<file path="src/sv/gffvc_pkg.sv">
`timescale 1ns / 1ps
// ----------------------------------------------------------------------------
// gffvc_pkg
// shared types and constants of the greedy first-fit vertex colorer
// ----------------------------------------------------------------------------
package gffvc_pkg;

  localparam int MAX_COLORS_DEF   = 128;
  localparam int VERTEX_COUNT_DEF = 65536;
  localparam int ID_W             = 16;
  localparam int COLOR_OUT_W      = 7;
  localparam int STORE_W          = 8;
  localparam logic [STORE_W-1:0] STORE_UNCOLORED = 8'hFF;
  localparam int GROUP_W          = 16;
  localparam int Q_DEPTH          = 2;

  typedef enum logic {
    K_ADJ   = 1'b0,
    K_CLEAR = 1'b1
  } kind_e;

  typedef enum logic {
    ST_SWEEP = 1'b0,
    ST_RUN   = 1'b1
  } state_e;

  typedef struct packed {
    kind_e           kind;
    logic [ID_W-1:0] vid;
    logic [ID_W-1:0] nid;
    logic            mark;
    logic            last;
    logic            vid_ok;
  } q_entry_t;

  typedef struct packed {
    logic [ID_W-1:0]        vid;
    logic [COLOR_OUT_W-1:0] color;
    logic [COLOR_OUT_W-1:0] highest;
    logic                   overflow;
  } res_t;

endpackage

</file>
<file path="src/sv/gffvc_front.sv">
`timescale 1ns / 1ps
// ----------------------------------------------------------------------------
// gffvc_front
// accepts requests, classifies them and pushes them into the queue
// ----------------------------------------------------------------------------
module gffvc_front import gffvc_pkg::*; #(
  parameter int VERTEX_COUNT = VERTEX_COUNT_DEF
) (
  input  logic            clk_i,
  input  logic            rst_ni,
  input  logic            in_valid_i,
  output logic            in_ready_o,
  input  logic            command_i,
  input  logic [ID_W-1:0] vertex_id_i,
  input  logic [ID_W-1:0] neighbor_id_i,
  input  logic            has_neighbor_i,
  input  logic            last_neighbor_i,
  input  logic            full_i,
  output logic            push_o,
  output q_entry_t        entry_o
);

  logic     valid_q, valid_d;
  q_entry_t entry_q, entry_d;
  logic     vid_ok, nid_ok;
  logic     accept;

  assign vid_ok     = 32'(vertex_id_i) < 32'(VERTEX_COUNT);
  assign nid_ok     = 32'(neighbor_id_i) < 32'(VERTEX_COUNT);
  assign push_o     = valid_q && !full_i;
  assign in_ready_o = !valid_q || !full_i;
  assign accept     = in_valid_i && in_ready_o;
  assign entry_o    = entry_q;

  always_comb begin
    entry_d.kind   = command_i ? K_CLEAR : K_ADJ;
    entry_d.vid    = vertex_id_i;
    entry_d.nid    = neighbor_id_i;
    entry_d.mark   = !command_i && has_neighbor_i && nid_ok &&
                     (neighbor_id_i != vertex_id_i);
    entry_d.last   = !command_i && last_neighbor_i;
    entry_d.vid_ok = vid_ok;
    valid_d        = accept ? 1'b1 : (push_o ? 1'b0 : valid_q);
  end

  always_ff @(posedge clk_i or negedge rst_ni) begin
    if (!rst_ni) begin
      valid_q <= 1'b0;
    end else begin
      valid_q <= valid_d;
    end
  end

  always_ff @(posedge clk_i) begin
    if (accept) begin
      entry_q <= entry_d;
    end
  end

endmodule

</file>
<file path="config.mk">
export PLATFORM = sky130hd
export DESIGN_NAME = gffvc_front
export DESIGN_NICKNAME = d
export VERILOG_FILES = /design/src/sv/gffvc_pkg.sv /design/src/sv/gffvc_front.sv
export SDC_FILE = /design/constraint.sdc
export NUM_CORES = 1
export LEC_CHECK = 0
export BUFFER_PORTS_ARGS = -buffer_cell sky130_fd_sc_hd__buf_2
export CAP_MARGIN = 20
export CORE_AREA = 2 2 57 59
export DETAILED_ROUTE_END_ITERATION = 10
export DIE_AREA = 0 0 59 61
export PLACE_DENSITY = 0.9
export SKIP_LAST_GASP = 1
export SYNTH_ARGS = -nofsm -noshare
export SYNTH_HDL_FRONTEND = slang
export SYNTH_SLANG_ARGS = --single-unit
</file>
<file path="constraint.sdc">
create_clock -name clk_i -period 3.8 [get_ports clk_i]
set_input_delay 0.38 -clock clk_i [delete_from_list [all_inputs] [get_ports clk_i]]
set_output_delay 0.38 -clock clk_i [all_outputs]
set_load 0.01 [all_outputs]
</file>
==> flow_summary.yaml, run 1 <==
grt:
  antenna_found_initial: 0
  met1_usage_pct: 17.7
  grt_overflow: 0
  use_met3_pct: 9.81
  grt_use_met2_pct: 25.2
  grt_max_degree: 36
  track_usage_pct: 16.2
  grt_pass1_wl_mm: 3.98
  top_usage_layer: "met2"
  grt_pass1_vias: 875
placement:
  dp_hpwl_mm: 1.99
  dp.cells: 173
  place_ws_ns: 2.33
  globalplace.congestion: 0.686
  io_buffers: 75
clocking:
  post_cts_resized: 0
  ctsHoldBuffers: 1
  cts.sinks: 36
  cts_tree: "yes"
  root_buffer: "clkbuf_4"
  cts_buffers: 5
  post-cts-setup-buffers: 0
  path_clk_slew_ns: 0.10
  clock_path_buffers: 2
  insertion_delay_ns: 0.33
  cts.htree.levels: 2
sta:
  drv_slew: 0
  fin_crit_sh_pct: 36.4
  rsz0062_at_grt: "false"
  finalClockSkew_ns: 0.00998
  finalSetupTns_ns: 0
  layout_setup_ws_ns: 2.42
  finalSetupViolCount: 0
  hold_viol_final: 0
  fin_crit_ns: 1.38
  fmax_ghz: 0.722
pwr:
  seq_power_share_pct: 59.4
  internal_power_uw: 613
  power_frac_clock_pct: 28.9
  leakagePower_uw: 0.000741
  swShare_pct: 22.0
  powerDensity_nw_per_um2: 439
  irDropWorstVdd_mv: 0.283
  comb_power_share_pct: 11.7
  p_sw_uw: 172
routing:
  initialDrtViolationCount: 26
  wl_per_cell_um: 14.5
  drc_errors: 0
  drt_first_pass_iters: 6
  wl_mm: 2.63
  vias_per_cell: 4.70
  vias: 856
  ant_nets: 0
synthesis:
  synth_nets: 104
  ys_types: 12
  synthCells: 65
  synth-seq-area-share_pct: 83.1
  avgSynthCellArea_um2: 19.9
  syn_area_um2: 1290
  synth-seq-cells: 36
  yosys_warnings: 0
critical_path:
  critPathMaxFanout: 2
  cp.required_ns: 3.42
  path_class: "reg -> out"
  r2r_start: "valid_q$_DFFE_PN0P_"
  startpoint: "valid_q$_DFFE_PN0P_"
  critPathCaptureType: "output pin"
  worstSetupStartpointType: "flop"
  arrival_ns: 1.00
floorplanning:
  io_pins: 77
  die_height_um: 61
  start_util_pct: 43.9
  core_um2: 2950
  die_w_um: 59
  die-area_um2: 3600
  placementRows: 20
run:
  drv_cap: 0
layout:
  diodes: 0
  layout_common_cells: "75 x buf_2, 35 x edfxtp_1, 16 x xnor2_1, 5 x clkbuf_4, 4 x nand4_1"
  areaGrowthSynthToFinish_pct: 38.3
  fin_cells: 182
  nNetsFinal: 187
  final_common_cell: "buf_2"
  drive_above_1_share_pct: 55.7
status:
  status: "finished clean"
hold_path:
  worstHoldStart: "vertex_id_i[8]"
  hp-class: "in -> reg"
[final timing paths]
path / endpoint / slack [ns] / depth (start not counted)
setup / recovery: push_o / 2.42 / 2
hold / removal: entry_o[27]$_DFFE_PP_ / 0.24 / 1
setup reg to reg: entry_o[31]$_DFFE_PP_ / 2.42 / 3
hold reg to reg: valid_q$_DFFE_PN0P_ / 0.58 / 2
max in group asynchronous: valid_q$_DFFE_PN0P_ / 3.38 / 2
min in group asynchronous: valid_q$_DFFE_PN0P_ / 0.33 / 2
[state kept, by name, indices dropped and copies added (netlist names)]
name / count
entry_o: 35
valid_q: 1
[layer usage]
layer	vias to the layer above	wire, um
met3	6	324
met5	-	0
met4	0	46
met1	387	1010
met2	56	1250
li1	407	-
[cell usage after synthesis]
cell | count | area share, %
edfxtp_1 | 35 | 81
xnor2_1 | 16 | 11
nand4_1 | 4 | 1.9
nor2b_1 | 2 | 0.97
and2_1 | 1 | 0.48
buf_4 | 1 | 0.58
conb_1 | 1 | 0.29
dfrtp_1 | 1 | 1.9
nand2_1 | 1 | 0.29
nand2b_1 | 1 | 0.48
nor3b_1 | 1 | 0.58
nor4_1 | 1 | 0.48
[logic make-up after synthesis]
| group | count (synthesis) | synth area share [%] |
|---|---|---|
| buffers and inverters | 1 | 0.580 |
| other | 1 | 0.290 |
| xor gates and xnor gates | 16 | 10.8 |
| and+or+nand+nor | 11 | 5.22 |
| DFF | 36 | 83.1 |
[metrics by stage]
step | hold WS [ns] | power (uW) | cell area, um^2 | util [%]
final | 0.240 | 785 | 1790 | 60.6
after global routing | 0.211 | 817 | 1790 | 60.6
after CTS | 0.220 | 795 | 1790 | 60.6
after detailed placement | 0.156 | 568 | 1710 | 58.0
after global placement | 0.155 | 564 | 1710 | 58.0
after floorplan | 0.0844 | 515 | 1290 | -
[power groups by stage]
| stage | Sequential (uW) | Combinational [uW] | Clock (uW) |
|---|---|---|---|
| 6_report | 467 | 91.5 | 227 |
| 3_5_place_dp | 476 | 91.9 | 0 |
| 5_1_grt | 469 | 100 | 248 |
| 2_1_floorplan | 488 | 27.5 | 0 |
| 4_1_cts | 467 | 93.0 | 235 |
| 3_3_place_gp | 475 | 88.7 | 0 |
[worst max-delay path: stages, from the launching register on]
cell and delay (ns):
dfrtp_1 0.41, nor2b_1 0.13, buf_2 0.13
[final cells by class]
type,instances,area (um^2)
multi-input cells,28,211
repair buffers,77,393
well taps,33,41.3
flip-flops and latches,36,1080
clock buffers,8,68.8
fillers,236,1160
No activity file was read; power rests on OpenSTA's default activity.
==> inputs of run 2 (changes only) <==
--- a/config.mk
+++ b/config.mk
@@ -5,12 +5,13 @@
 export SDC_FILE = /design/constraint.sdc
 export NUM_CORES = 1
 export LEC_CHECK = 0
+export ABC_AREA = 1
 export BUFFER_PORTS_ARGS = -buffer_cell sky130_fd_sc_hd__buf_2
 export CAP_MARGIN = 20
-export CORE_AREA = 2 2 57 59
+export CORE_AREA = 2 2 61 63
 export DETAILED_ROUTE_END_ITERATION = 10
-export DIE_AREA = 0 0 59 61
-export PLACE_DENSITY = 0.9
+export DIE_AREA = 0 0 63 65
+export PLACE_DENSITY = 0.86
 export SKIP_LAST_GASP = 1
 export SYNTH_ARGS = -nofsm -noshare
 export SYNTH_HDL_FRONTEND = slang
==> constraint.sdc (replaced) <==
create_clock -name clk_i -period 1.3 [get_ports clk_i]
set_input_delay 0.13 -clock clk_i [delete_from_list [all_inputs] [get_ports clk_i]]
set_output_delay 0.13 -clock clk_i [all_outputs]
set_load 0.01 [all_outputs]
==> run 2 against run 1 <==
  * Flip-flop and latch count unchanged
  * Power rose to 2.9 times the previous value
  * Final cell count up 64%
  * Sequential power rose to 2.9 times the previous value
  * Critical path type is now in -> reg
  * Critical endpoint is now entry_o[2]$_DFFE_PP_
  * Largest power group unchanged
==> flow_summary.yaml, run 2 <==
synthesis:
  synth-seq-cells: 36
  avgSynthCellArea_um2: 10.9
  synth-edff-count: 35
  yosys_warnings: 0
  ys_types: 9
  synth-seq-area-share_pct: 74.1
  synth_top_area_share_pct: 72.4
  yosys-top-cells-area: "edfxtp_1 72%, nand2_1 10%, inv_1 7.2%, nor2_1 6.2%, dfrtp_1 1.7%"
  synth_nets: 172
  syn_area_um2: 1450
  synth-async-reset-ratio_pct: 2.78
  synth_flop_cell: "edfxtp_1"
  synthCells: 133
  synth.most_common_cell: "nand2_1"
  yosysTopAreaCell: "edfxtp_1"
  synth_top_cells_by_count: "40 x nand2_1, 35 x edfxtp_1, 28 x inv_1, 24 x nor2_1, 2 x a21oi_1"
floorplanning:
  start_util_pct: 41.5
  placementRows: 22
  die_height_um: 65
  io_pins: 77
  die_w_um: 63
  die-area_um2: 4100
  core_um2: 3500
routing:
  drc_errors: 0
  initialDrtViolationCount: 19
  drt_first_pass_iters: 4
  vias: 1257
  wl_per_cell_um: 10.4
  ant_nets: 0
  wl_mm: 3.12
  vias_per_cell: 4.20
grt:
  grt_max_degree: 26
  grt_pass1_vias: 1194
  antenna_found_initial: 0
  grt_overflow: 0
  track_usage_pct: 16.1
  grt_pass1_wl_mm: 4.79
layout:
  layout_common_cells: "75 x buf_2, 40 x nand2_1, 35 x edfxtp_1, 34 x dlygate4sd3_1, 28 x inv_1"
  diodes: 0
  fillers: 274
  areaGrowthSynthToFinish_pct: 59.0
  drive_above_1_share_pct: 33.1
  nNetsFinal: 289
  register_area_um2: 1080
  final_common_cell: "buf_2"
  multi_input_area_um2: 274
  largest_reg_flops: 35
critical_path:
  worstPathCellList: "dlygate4sd3_1 -> buf_2 -> nor2_1 -> nor2_1 -> nor2_1 -> nand2_1 -> nor2_1 -> a21oi_1"
  cpPeakStageDelay_ns: 0.53
  path_class: "in -> reg"
  arrival_ns: 1.28
  critPathCaptureType: "flop"
  critPathBufInv: 2
  critPathMaxFanout: 3
  path_delay_family: "buffers and inverters"
  cpMaxStageDelayCell: "dlygate4sd3_1"
  worstSetupStartpointType: "primary input"
  cp.required_ns: 1.39
  critPathMostFrequentCell: "nor2_1"
clocking:
  cts_buffers: 5
  cts.htree.levels: 2
  post_cts_resized: 0
  cts.sinks: 36
  root_buffer: "clkbuf_4"
  cts_tree: "yes"
  path_clk_slew_ns: 0.09
  insertion_delay_ns: 0.34
  clock_path_buffers: 2
placement:
  globalplace.congestion: 0.654
  dp_hpwl_mm: 2.01
  place_ws_ns: 0.204
  io_buffers: 75
status:
  status: "finished clean"
sta:
  fin_hold_ws_ns: 0.0172
  fmax_ghz: 0.841
  rsz0062_at_grt: "false"
  fin_crit_ns: 1.19
  layout_setup_ws_ns: 0.110
  drv_slew: 0
  finalSetupViolCount: 0
  finalClockSkew_ns: 0.00788
  hold_viol_final: 0
  fin_crit_sh_pct: 91.5
pwr:
  leakagePower_uw: 0.00115
  powerDensity_nw_per_um2: 991
  irDropWorstVdd_mv: 0.562
hold_path:
  hp-class: "in -> reg"
run:
  drv_cap: 0
run 2: changes by cell type in the layout (fill, tap and decap cells not counted), sizes merged, moves of 2 or more:
cell         before  now
nand2             1   40
dlygate4sd3       1   34
inv               0   28
nor2              0   24
xnor2            16    0
nand4             4    0
a21oi             0    2
nor2b             2    0
run 2: routing by layer:
metal | track usage [%] | share of wire (%) | wire length, um
met3 | 5.73 | 6.4 | 199
met5 | 0 | 0 | 0
met2 | 28.6 | 52 | 1630
met4 | 10.6 | 2.7 | 85
met1 | 15.7 | 39 | 1200
run 2: per-stage QoR:
stage,instance area (um^2),cells,setup TNS (ns),total power (uW),utilization [%]
after floorplan,1460,133,-4.96,1520,-
after global placement,1920,257,0,1670,54.9
after detailed placement,1920,257,0,1690,54.9
after CTS,2300,298,0,2300,65.7
after global routing,2310,299,0,2400,66.0
final,2310,299,0,2290,66.0
run 2: final cells by class:
| class | instances | area share [%] |
|---|---|---|
| clock inverter | 1 | 0.163 |
| sequential | 36 | 46.6 |
| inverter | 28 | 4.56 |
| tap | 48 | 2.60 |
| timing repair buffer | 111 | 32.2 |
| multi-input combinational | 68 | 11.9 |
| clock buffer | 7 | 1.95 |
run 2: final timing paths:
path / depth (start not counted) / slack (ns) / start / end
worst min-delay path: 1 / 0.02 / command_i / entry_o[35]$_DFFE_PP_
worst max register to register: 2 / 0.19 / valid_q$_DFFE_PN0P_ / entry_o[21]$_DFFE_PP_
worst max-delay path: 8 / 0.11 / vertex_id_i[0] / entry_o[2]$_DFFE_PP_
max in group asynchronous: 2 / 1.12 / rst_ni / valid_q$_DFFE_PN0P_
worst min register to register: 2 / 0.59 / valid_q$_DFFE_PN0P_ / valid_q$_DFFE_PN0P_
min in group asynchronous: 2 / 0.09 / rst_ni / valid_q$_DFFE_PN0P_
run 2: cells by family (layout without fill, tap and decap cells):
group                     after synthesis  in the layout  share of synthesized area [%]
other                                   1              1                          0.258
DFF                                    36             36                           74.1
AOI/OAI and AO/OA                       2              2                          0.690
buffers and inverters                  29            147                           7.76
and+or+nand+nor                        64             64                           16.6
xor gates and xnor gates                1              1                          0.604
run 2: power breakdown:
group	total (uW)	switching (uW)	leakage, uW	internal, uW
logic	376	183	0.000776	193
clock network	547	339	0.0000269	208
registers	1360	15.5	0.000345	1350
total	2290	538	0.00115	1750
run 2: repair_timing:
item                      CTS  global route
hold endpoints to repair   33             1
setup buffers               0             0
hold buffers               33             1
