## config.mk

```make
export PLATFORM = sky130hd
export DESIGN_NAME = gffvc_fifo
export DESIGN_NICKNAME = d
export VERILOG_FILES = /design/src/sv/gffvc_pkg.sv /design/src/sv/gffvc_fifo.sv
export SDC_FILE = /design/constraint.sdc
export NUM_CORES = 1
export LEC_CHECK = 0
export BUFFER_PORTS_ARGS = -buffer_cell sky130_fd_sc_hd__buf_4
export CAP_MARGIN = 20
export CORE_UTILIZATION = 45
export CTS_CLUSTER_DIAMETER = 150
export DETAILED_ROUTE_END_ITERATION = 10
export HOLD_SLACK_MARGIN = 0.02
export PLACE_DENSITY = 0.7
export SYNTH_ARGS = -nofsm -noshare
export SYNTH_HDL_FRONTEND = slang
export SYNTH_SLANG_ARGS = --single-unit
```

## constraint.sdc

```tcl
create_clock -name clk_i -period 3.3 [get_ports clk_i]
set_clock_uncertainty 0.15 [all_clocks]
set_input_delay 0.165 -clock clk_i [delete_from_list [all_inputs] [get_ports clk_i]]
set_output_delay 0.165 -clock clk_i [all_outputs]
set_load 0.02 [all_outputs]
```

## src/sv/gffvc_pkg.sv

```systemverilog
`timescale 1ns / 1ps
// ----------------------------------------------------------------------------
// gffvc_pkg
// shared types and constants of the greedy first-fit vertex colorer
// ----------------------------------------------------------------------------
package gffvc_pkg;

  localparam int MAX_COLORS_DEF   = 128;
  localparam int VERTEX_COUNT_DEF = 65536;
  localparam int ID_W             = 16;
  localparam int COLOR_OUT_W      = 7;
  localparam int STORE_W          = 8;
  localparam logic [STORE_W-1:0] STORE_UNCOLORED = 8'hFF;
  localparam int GROUP_W          = 16;
  localparam int Q_DEPTH          = 2;

  typedef enum logic {
    K_ADJ   = 1'b0,
    K_CLEAR = 1'b1
  } kind_e;

  typedef enum logic {
    ST_SWEEP = 1'b0,
    ST_RUN   = 1'b1
  } state_e;

  typedef struct packed {
    kind_e           kind;
    logic [ID_W-1:0] vid;
    logic [ID_W-1:0] nid;
    logic            mark;
    logic            last;
    logic            vid_ok;
  } q_entry_t;

  typedef struct packed {
    logic [ID_W-1:0]        vid;
    logic [COLOR_OUT_W-1:0] color;
    logic [COLOR_OUT_W-1:0] highest;
    logic                   overflow;
  } res_t;

endpackage

```

## src/sv/gffvc_fifo.sv

```systemverilog
`timescale 1ns / 1ps
// ----------------------------------------------------------------------------
// gffvc_fifo
// short request queue between front and back
// ----------------------------------------------------------------------------
module gffvc_fifo import gffvc_pkg::*; (
  input  logic     clk_i,
  input  logic     rst_ni,
  input  logic     push_i,
  input  q_entry_t entry_i,
  output logic     full_o,
  output logic     valid_o,
  input  logic     pop_i,
  output q_entry_t head_o
);

  localparam int PtrW = (Q_DEPTH > 1) ? $clog2(Q_DEPTH) : 1;
  localparam int CntW = $clog2(Q_DEPTH + 1);

  q_entry_t            mem_q [Q_DEPTH];
  logic [PtrW-1:0]     wr_q, wr_d, rd_q, rd_d;
  logic [CntW-1:0]     cnt_q, cnt_d;
  logic                do_push, do_pop;

  assign full_o  = cnt_q == CntW'(Q_DEPTH);
  assign valid_o = cnt_q != '0;
  assign head_o  = mem_q[rd_q];
  assign do_push = push_i && !full_o;
  assign do_pop  = pop_i && valid_o;

  always_comb begin
    wr_d  = wr_q;
    rd_d  = rd_q;
    cnt_d = cnt_q;
    if (do_push) begin
      wr_d = (wr_q == PtrW'(Q_DEPTH - 1)) ? '0 : wr_q + 1'b1;
    end
    if (do_pop) begin
      rd_d = (rd_q == PtrW'(Q_DEPTH - 1)) ? '0 : rd_q + 1'b1;
    end
    if (do_push && !do_pop) begin
      cnt_d = cnt_q + 1'b1;
    end else if (do_pop && !do_push) begin
      cnt_d = cnt_q - 1'b1;
    end
  end

  always_ff @(posedge clk_i or negedge rst_ni) begin
    if (!rst_ni) begin
      wr_q  <= '0;
      rd_q  <= '0;
      cnt_q <= '0;
    end else begin
      wr_q  <= wr_d;
      rd_q  <= rd_d;
      cnt_q <= cnt_d;
    end
  end

  always_ff @(posedge clk_i) begin
    if (do_push) begin
      mem_q[wr_q] <= entry_i;
    end
  end

endmodule

```

==> qor.csv, run 1 <==
stage,metric,value,unit
layout,final_cells,338,
routing,drtIter0Drc,88,
synth,avgSynthCellArea,22.5,um^2
critical_path,worstPathMaxFanout,25,
clock_network,cts_made_buffers,9,
routing,drtAntennaViolNets,0,
placed_design,portBuffers,77,
layout,finalNetCount,297,
power_and_ir_drop,p_per_area,825,nW/um^2
sta,timing.final.crit_share,71.9,%
critical_path,path_class,reg -> out,
clock_network,cts_buffer_depth,2,
min_path,hp-class,in -> reg,
layout,fin_area,4150,um^2
power_and_ir_drop,seqPwrFrac,42.9,%
clock_network,cts_sinks,76,
flow_run,maxCapViolations,0,
sta,rsz0062_at_grt,false,
sta,hold_violations,0,
routing,viasPerCell,4.74,
routing,drc,0,
sta,period_needed,2.37,ns
die,coreArea,6350,um^2
critical_path,startpoint_type,flop,
critical_path,crit_path_max_incr_delay,0.85,ns
global_routing,grt_pass1_wl,7.91,mm
synth,synthCells,131,
die,design.die.area,6880,um^2
routing,dr.pass1.iters,6,
layout,n_antenna_cell,0,
clock_network,clk_latency,0.33,ns
synth,synth-seq-cells,76,
die,io-pin-count,78,
placed_design,dp_hpwl,3.10,mm
synth,synth_seq_area_share,76.7,%
global_routing,antenna_found_initial,0,
sta,tns,0,ns
critical_path,required,2.98,ns
synth,ys_types,16,
placed_design,post-place-ws,1.21,ns
critical_path,crit_chain,buf_4 -> mux2_4 -> buf_4,
sta,final-setup-viol-count,0,
power_and_ir_drop,ir_drop,614,uV
global_routing,grt_max_degree,37,
global_routing,grt_pass1_vias,1600,
sta,worst_slack,0.928,ns
clock_network,path_clk_slew,0.07,ns
synth,syn-cell-area,2950,um^2
die,initial_core_util,46.4,%
layout,ff_latch_area,2260,um^2
placed_design,place_area,3580,um^2
synth,yosys_warnings,0,
routing,vias,1602,
global_routing,grt-ovfl-total,0,
layout,drive_above_1_share,50.2,%
layout,syn2layout_area_growth,40.7,%
power_and_ir_drop,p_sw,1080,uW
sta,fmax,0.422,GHz
routing,routed_wirelength,4.99,mm
layout,fillers,445,
global_routing,grt_usage,15.6,%
placed_design,gp_congestion,0.673,
power_and_ir_drop,clockPowerShare,18.8,%
die,die_w,82.9,um
critical_path,crit_top_cell,buf_4,
clock_network,cts-root-buf,clkbuf_8,
power_and_ir_drop,p_leak,0.00167,uW
sta,slew_headroom,41.7,%
die,rows,29,
critical_path,cp-end-kind,output port,
critical_path,crit_slowest_cell,dfrtp_2,
power_and_ir_drop,pwr-share-comb,38.3,%
routing,wire_per_inst,14.8,um
power_and_ir_drop,switching_share,31.5,%
clock_network,cts_tree,done,
critical_path,worstPathArrival,2.06,ns
clock_network,h-tree-depth,3,
clock_network,post_cts_resized,0,
sta,worstMarginPinSlew,0.874,ns
synth,syn_nets,172,
power_and_ir_drop,p_int,2340,uW
layout,multi_input_area,616,um^2
sta,finalMaxSlewViolations,0,
die,die_y,82.9,um
placed_design,dpl.cell_count,283,
status,status,finished clean,
[critical path, delay by kind of cell (launching register included)]
family	cells	cell delay (ns)
flops	1	0.85
buf+inv	2	0.54
mux	1	0.33
[cell type report]
class                      instances  share of cell area [%]
tap                               77                    2.32
clock inverter                     7                    1.39
sequential                        76                    54.6
multi-input combinational         49                    14.8
timing repair buffer             118                    23.7
clock buffer                       9                    2.99
inverter                           2                   0.181
[per-stage QoR]
stage	hold slack, ns	total power [uW]	utilization (%)
finish	0.0637	3420	65.3
global route	0.0874	3580	65.3
CTS	0.0502	3460	65.3
detailed placement	-0.182	2780	56.3
global placement	-0.184	2760	56.3
floorplan	-0.281	2380	-
[power by group through the flow]
| stage | combinational (uW) | sequential [uW] | clock, uW |
|---|---|---|---|
| final | 1310 | 1470 | 642 |
| after CTS | 1320 | 1470 | 663 |
| after floorplan | 982 | 1400 | 0 |
| after global placement | 1280 | 1480 | 0 |
| after detailed placement | 1290 | 1490 | 0 |
| after global routing | 1390 | 1490 | 705 |
[path summary, 6_finish.rpt]
path | startpoint | to | slack [ns] | cells past startpoint
min reg2reg | cnt_q[1] | cnt_q[1] | 0.36 | 1
min in group asynchronous | rst_ni | wr_q | 0.60 | 3
max in group asynchronous | rst_ni | rd_q | 2.20 | 3
max reg2reg | cnt_q[0] | mem_q[0][8] | 1.24 | 4
min | push_i | wr_q | 0.06 | 3
max | rd_q | head_o[26] | 0.93 | 3
[cell usage in the layout, fill, tap and decap left out, types with 2 or more instances in the layout]
cell type and n:
buf_4 79, clkbuf_8 9, clkinv_1 4, dfrtp_1 3, dlygate4sd3_1 39, edfxtp_1 72
inv_1 2, mux2_2 7, mux2_4 29, xnor2_1 3, xor2_1 2
[cell families (layout without fill, tap and decap cells)]
group                      after synthesis  in the layout  synth area share, %
and+or+nand+nor                          7              7                 1.23
buffers and inverters                    6            136                 2.67
muxes                                   36             36                 17.4
DFF                                     76             76                 76.7
adders and majority gates                1              1                0.424
xor gates and xnor gates                 5              5                 1.49
[registers in the layout (all words and copies together), names as in the netlist]
register and count:
rd_q 1, cnt_q 2, wr_q 1, mem_q 72
[per-layer routing]
metal	GRT usage, %	wire length [um]	vias to the layer above
met2	25.3	2620	50
met3	3.88	194	11
met1	18.8	2060	789
met5	0	0	-
li1	-	-	752
met4	9.09	119	0
[synthesized netlist by cell type]
cell type / count / area [um^2]
nor2_1: 2 / 7.51
mux2_4: 29 / 435
ha_1: 1 / 12.5
buf_6: 1 / 11.3
xor2_1: 2 / 17.5
and3_1: 1 / 6.26
mux2_2: 7 / 78.8
nand2_2: 1 / 6.26
nand2b_1: 1 / 6.26
edfxtp_1: 72 / 2160
dfrtp_1: 4 / 100
xnor2_1: 3 / 26.3
inv_1: 2 / 7.51
buf_12: 3 / 60.1
or2_1: 1 / 6.26
nand2_1: 1 / 3.75
[repair_timing]
action	CTS	global route
hold buffers	39	0
hold endpoints to repair	77	0
setup buffers	0	0
Note: power is estimated with default switching activity, not from simulation.
==> run 2, diff against run 1 <==
--- a/config.mk
+++ b/config.mk
@@ -11,7 +11,7 @@
 export CTS_CLUSTER_DIAMETER = 150
 export DETAILED_ROUTE_END_ITERATION = 10
 export HOLD_SLACK_MARGIN = 0.02
-export PLACE_DENSITY = 0.7
+export PLACE_DENSITY = 0.73
 export SYNTH_ARGS = -nofsm -noshare
 export SYNTH_HDL_FRONTEND = slang
 export SYNTH_SLANG_ARGS = --single-unit
==> constraint.sdc (replaced) <==
create_clock -name clk_i -period 1.9 [get_ports clk_i]
set_clock_uncertainty 0.15 [all_clocks]
set_input_delay 0.095 -clock clk_i [delete_from_list [all_inputs] [get_ports clk_i]]
set_output_delay 0.095 -clock clk_i [all_outputs]
set_load 0.02 [all_outputs]
==> run 2 against run 1 <==
  * Sequential share of layout area decreased by 0.29 points
  * First-iteration DRC count decreased by 51%
  * Final cell count increased by 1.2%
  * Utilization increased by 0.35 points
  * Via count decreased by 1.9%
  * Global-route usage decreased by 1.1 points
  * Non-clock buffer count increased by 5
  * Hold slack improved by 0.27 ns
  * Count of clock-buffer cells in the layout increased by 4
  * Sequential cell count unchanged
  * Largest cell class unchanged
  * Highest routed layer unchanged
==> qor.csv, run 2 (same netlist as run 1, synthesis figures left out) <==
stage,metric,value,unit,change
global_routing,grt-ovfl-total,0,,unchanged
layout,fillers,460,,+3.4%
critical_path,worstPathMaxFanout,15,,-40%
die,die_y,82.9,um,unchanged
critical_path,path_class,reg -> out,,
layout,multi_input_area,616,um^2,unchanged
placed_design,dp_hpwl,3.00,mm,-3.3%
sta,worstMarginPinSlew,0.282,ns,-0.592 ns
sta,slew_headroom,81.2,%,+39 points
routing,routed_wirelength,4.64,mm,-7.0%
power_and_ir_drop,p_per_area,1400,nW/um^2,+70%
global_routing,grt_pass1_wl,7.57,mm,-4.3%
sta,fmax,0.570,GHz,
placed_design,dpl.cell_count,287,,+1.4%
critical_path,crit_chain,buf_4 -> mux2_4 -> buf_4,,
routing,drc,0,,unchanged
sta,tns,0,ns,unchanged
sta,finalMaxSlewViolations,0,,unchanged
layout,top_regs,"mem_q (72), cnt_q (2)",,
routing,drtIter0Drc,43,,-51%
layout,finalNetCount,302,,+1.7%
status,status,finished clean,,
sta,rsz0062_at_grt,false,,
die,rows,29,,unchanged
clock_network,postCtsSetupBuffers,0,,unchanged
die,io-pin-count,78,,unchanged
sta,hold_violations,0,,unchanged
clock_network,clk_latency,0.33,ns,about the same
die,initial_core_util,46.4,%,unchanged
sta,timing.final.crit_share,92.3,%,
global_routing,grt_max_degree,23,,-38%
layout,ff_latch_area,2260,um^2,unchanged
die,design.die.area,6880,um^2,unchanged
critical_path,startpoint_type,flop,,
critical_path,cp-end-kind,output port,,
layout,syn2layout_area_growth,41.5,%,
layout,final_cells,342,,+1.2%
critical_path,crit_top_cell,buf_4,,
clock_network,cts_made_buffers,9,,unchanged
power_and_ir_drop,p_leak,0.00169,uW,+0.91%
global_routing,grt_usage,14.5,%,-1.1 points
sta,period_needed,1.75,ns,
routing,dr.pass1.iters,4,,-2
global_routing,antenna_found_initial,0,,unchanged
min_path,hp-class,in -> reg,,
critical_path,worstPathArrival,1.51,ns,-0.55 ns
clock_network,path_clk_slew,0.07,ns,about the same
critical_path,crit_path_max_incr_delay,0.39,ns,-0.46 ns
clock_network,cts-root-buf,clkbuf_8,,
layout,mostFrequentLayoutCells,"buf_4, edfxtp_1, dlygate4sd3_1",,
critical_path,crit_slowest_cell,dfrtp_2,,
layout,drive_above_1_share,50.2,%,about the same
routing,vias,1571,,-1.9%
clock_network,cts_sinks,76,,unchanged
clock_network,cts_tree,done,,
routing,viasPerCell,4.59,,-3.1%
flow_run,maxCapViolations,0,,unchanged
routing,drtAntennaViolNets,0,,unchanged
placed_design,gp_congestion,0.658,,-2.2%
clock_network,h-tree-depth,3,,unchanged
sta,final-setup-viol-count,0,,unchanged
die,coreArea,6350,um^2,unchanged
clock_network,cts_buffer_depth,2,,unchanged
routing,wire_per_inst,13.6,um,-8.1%
layout,regMostFlops,mem_q,,
layout,n_antenna_cell,0,,unchanged
die,die_w,82.9,um,unchanged
global_routing,grt_pass1_vias,1679,,+4.9%
layout,final_common_cell,buf_4,,
sta,timing.hold.ws,0.335,ns,+0.271 ns
placed_design,portBuffers,77,,unchanged
layout,largest_register_ffs,72,,unchanged
power_and_ir_drop,ir_drop,967,uV,+58%
critical_path,required,1.65,ns,-1.33 ns
layout,utilization,65.7,%,+0.35 points
run 2: cell count changes in the layout (fill, tap and decap cells not counted):
cell / previous run / this run
clkinv_4: 0 / 1
clkinvlp_4: 1 / 0
bufinv_16: 1 / 0
buf_4: 79 / 82
clkinv_2: 1 / 0
dlygate4sd3_1: 39 / 40
clkbuf_1: 0 / 4
clkinv_1: 4 / 1
buf_12: 0 / 1
run 2: worst max-delay path, delay by kind of cell, from the launching register on:
family                 cells  cell delay, ns
buffers and inverters      2            0.45
flip-flops                 1            0.39
multiplexers               1            0.34
run 2: power by group:
part / switching [uW] / total [uW] / internal (uW)
sequential: 119 / 2420 / 2300
clock: 498 / 965 / 467
combinational: 1220 / 2470 / 1250
run 2: timing repair:
item	in CTS	in global routing
hold endpoints to repair	78	0
resized for setup	0	0
hold buffers	40	0
run 2: metal layers:
metal / part of all wire (%) / track usage, %
met5: 0 / 0
met4: 2.1 / 7.99
met3: 4.8 / 3.38
met2: 50 / 24.9
met1: 43 / 16.7
run 2: worst paths after layout:
kind / from / to / slack, ns / cells past startpoint
max: rd_q / head_o[27] / 0.15 / 3
min reg2reg: cnt_q[1] / cnt_q[1] / 0.34 / 1
min in group asynchronous: rst_ni / cnt_q[0] / 0.53 / 3
max reg2reg: cnt_q[0] / cnt_q[1] / 0.19 / 7
min: entry_i[20] / mem_q[1][20] / 0.34 / 2
max in group asynchronous: rst_ni / rd_q / 0.87 / 3
run 2: metrics by stage:
step	worst slack, ns	power (uW)	cell area [um^2]
after global routing	0.0779	6150	4170
final	0.147	5850	4170
after CTS	0.118	5930	4170
after detailed placement	0.219	4900	3620
after global placement	0.309	4850	3620
after floorplan	0.152	4140	2960
run 2: layout make-up:
type	count	share of cell area [%]
timing repair buffer	123	24.8
inverter	2	0.180
clock buffer	13	3.33
tap	77	2.31
clock inverter	2	0.300
sequential	76	54.3
multi-input combinational	49	14.8
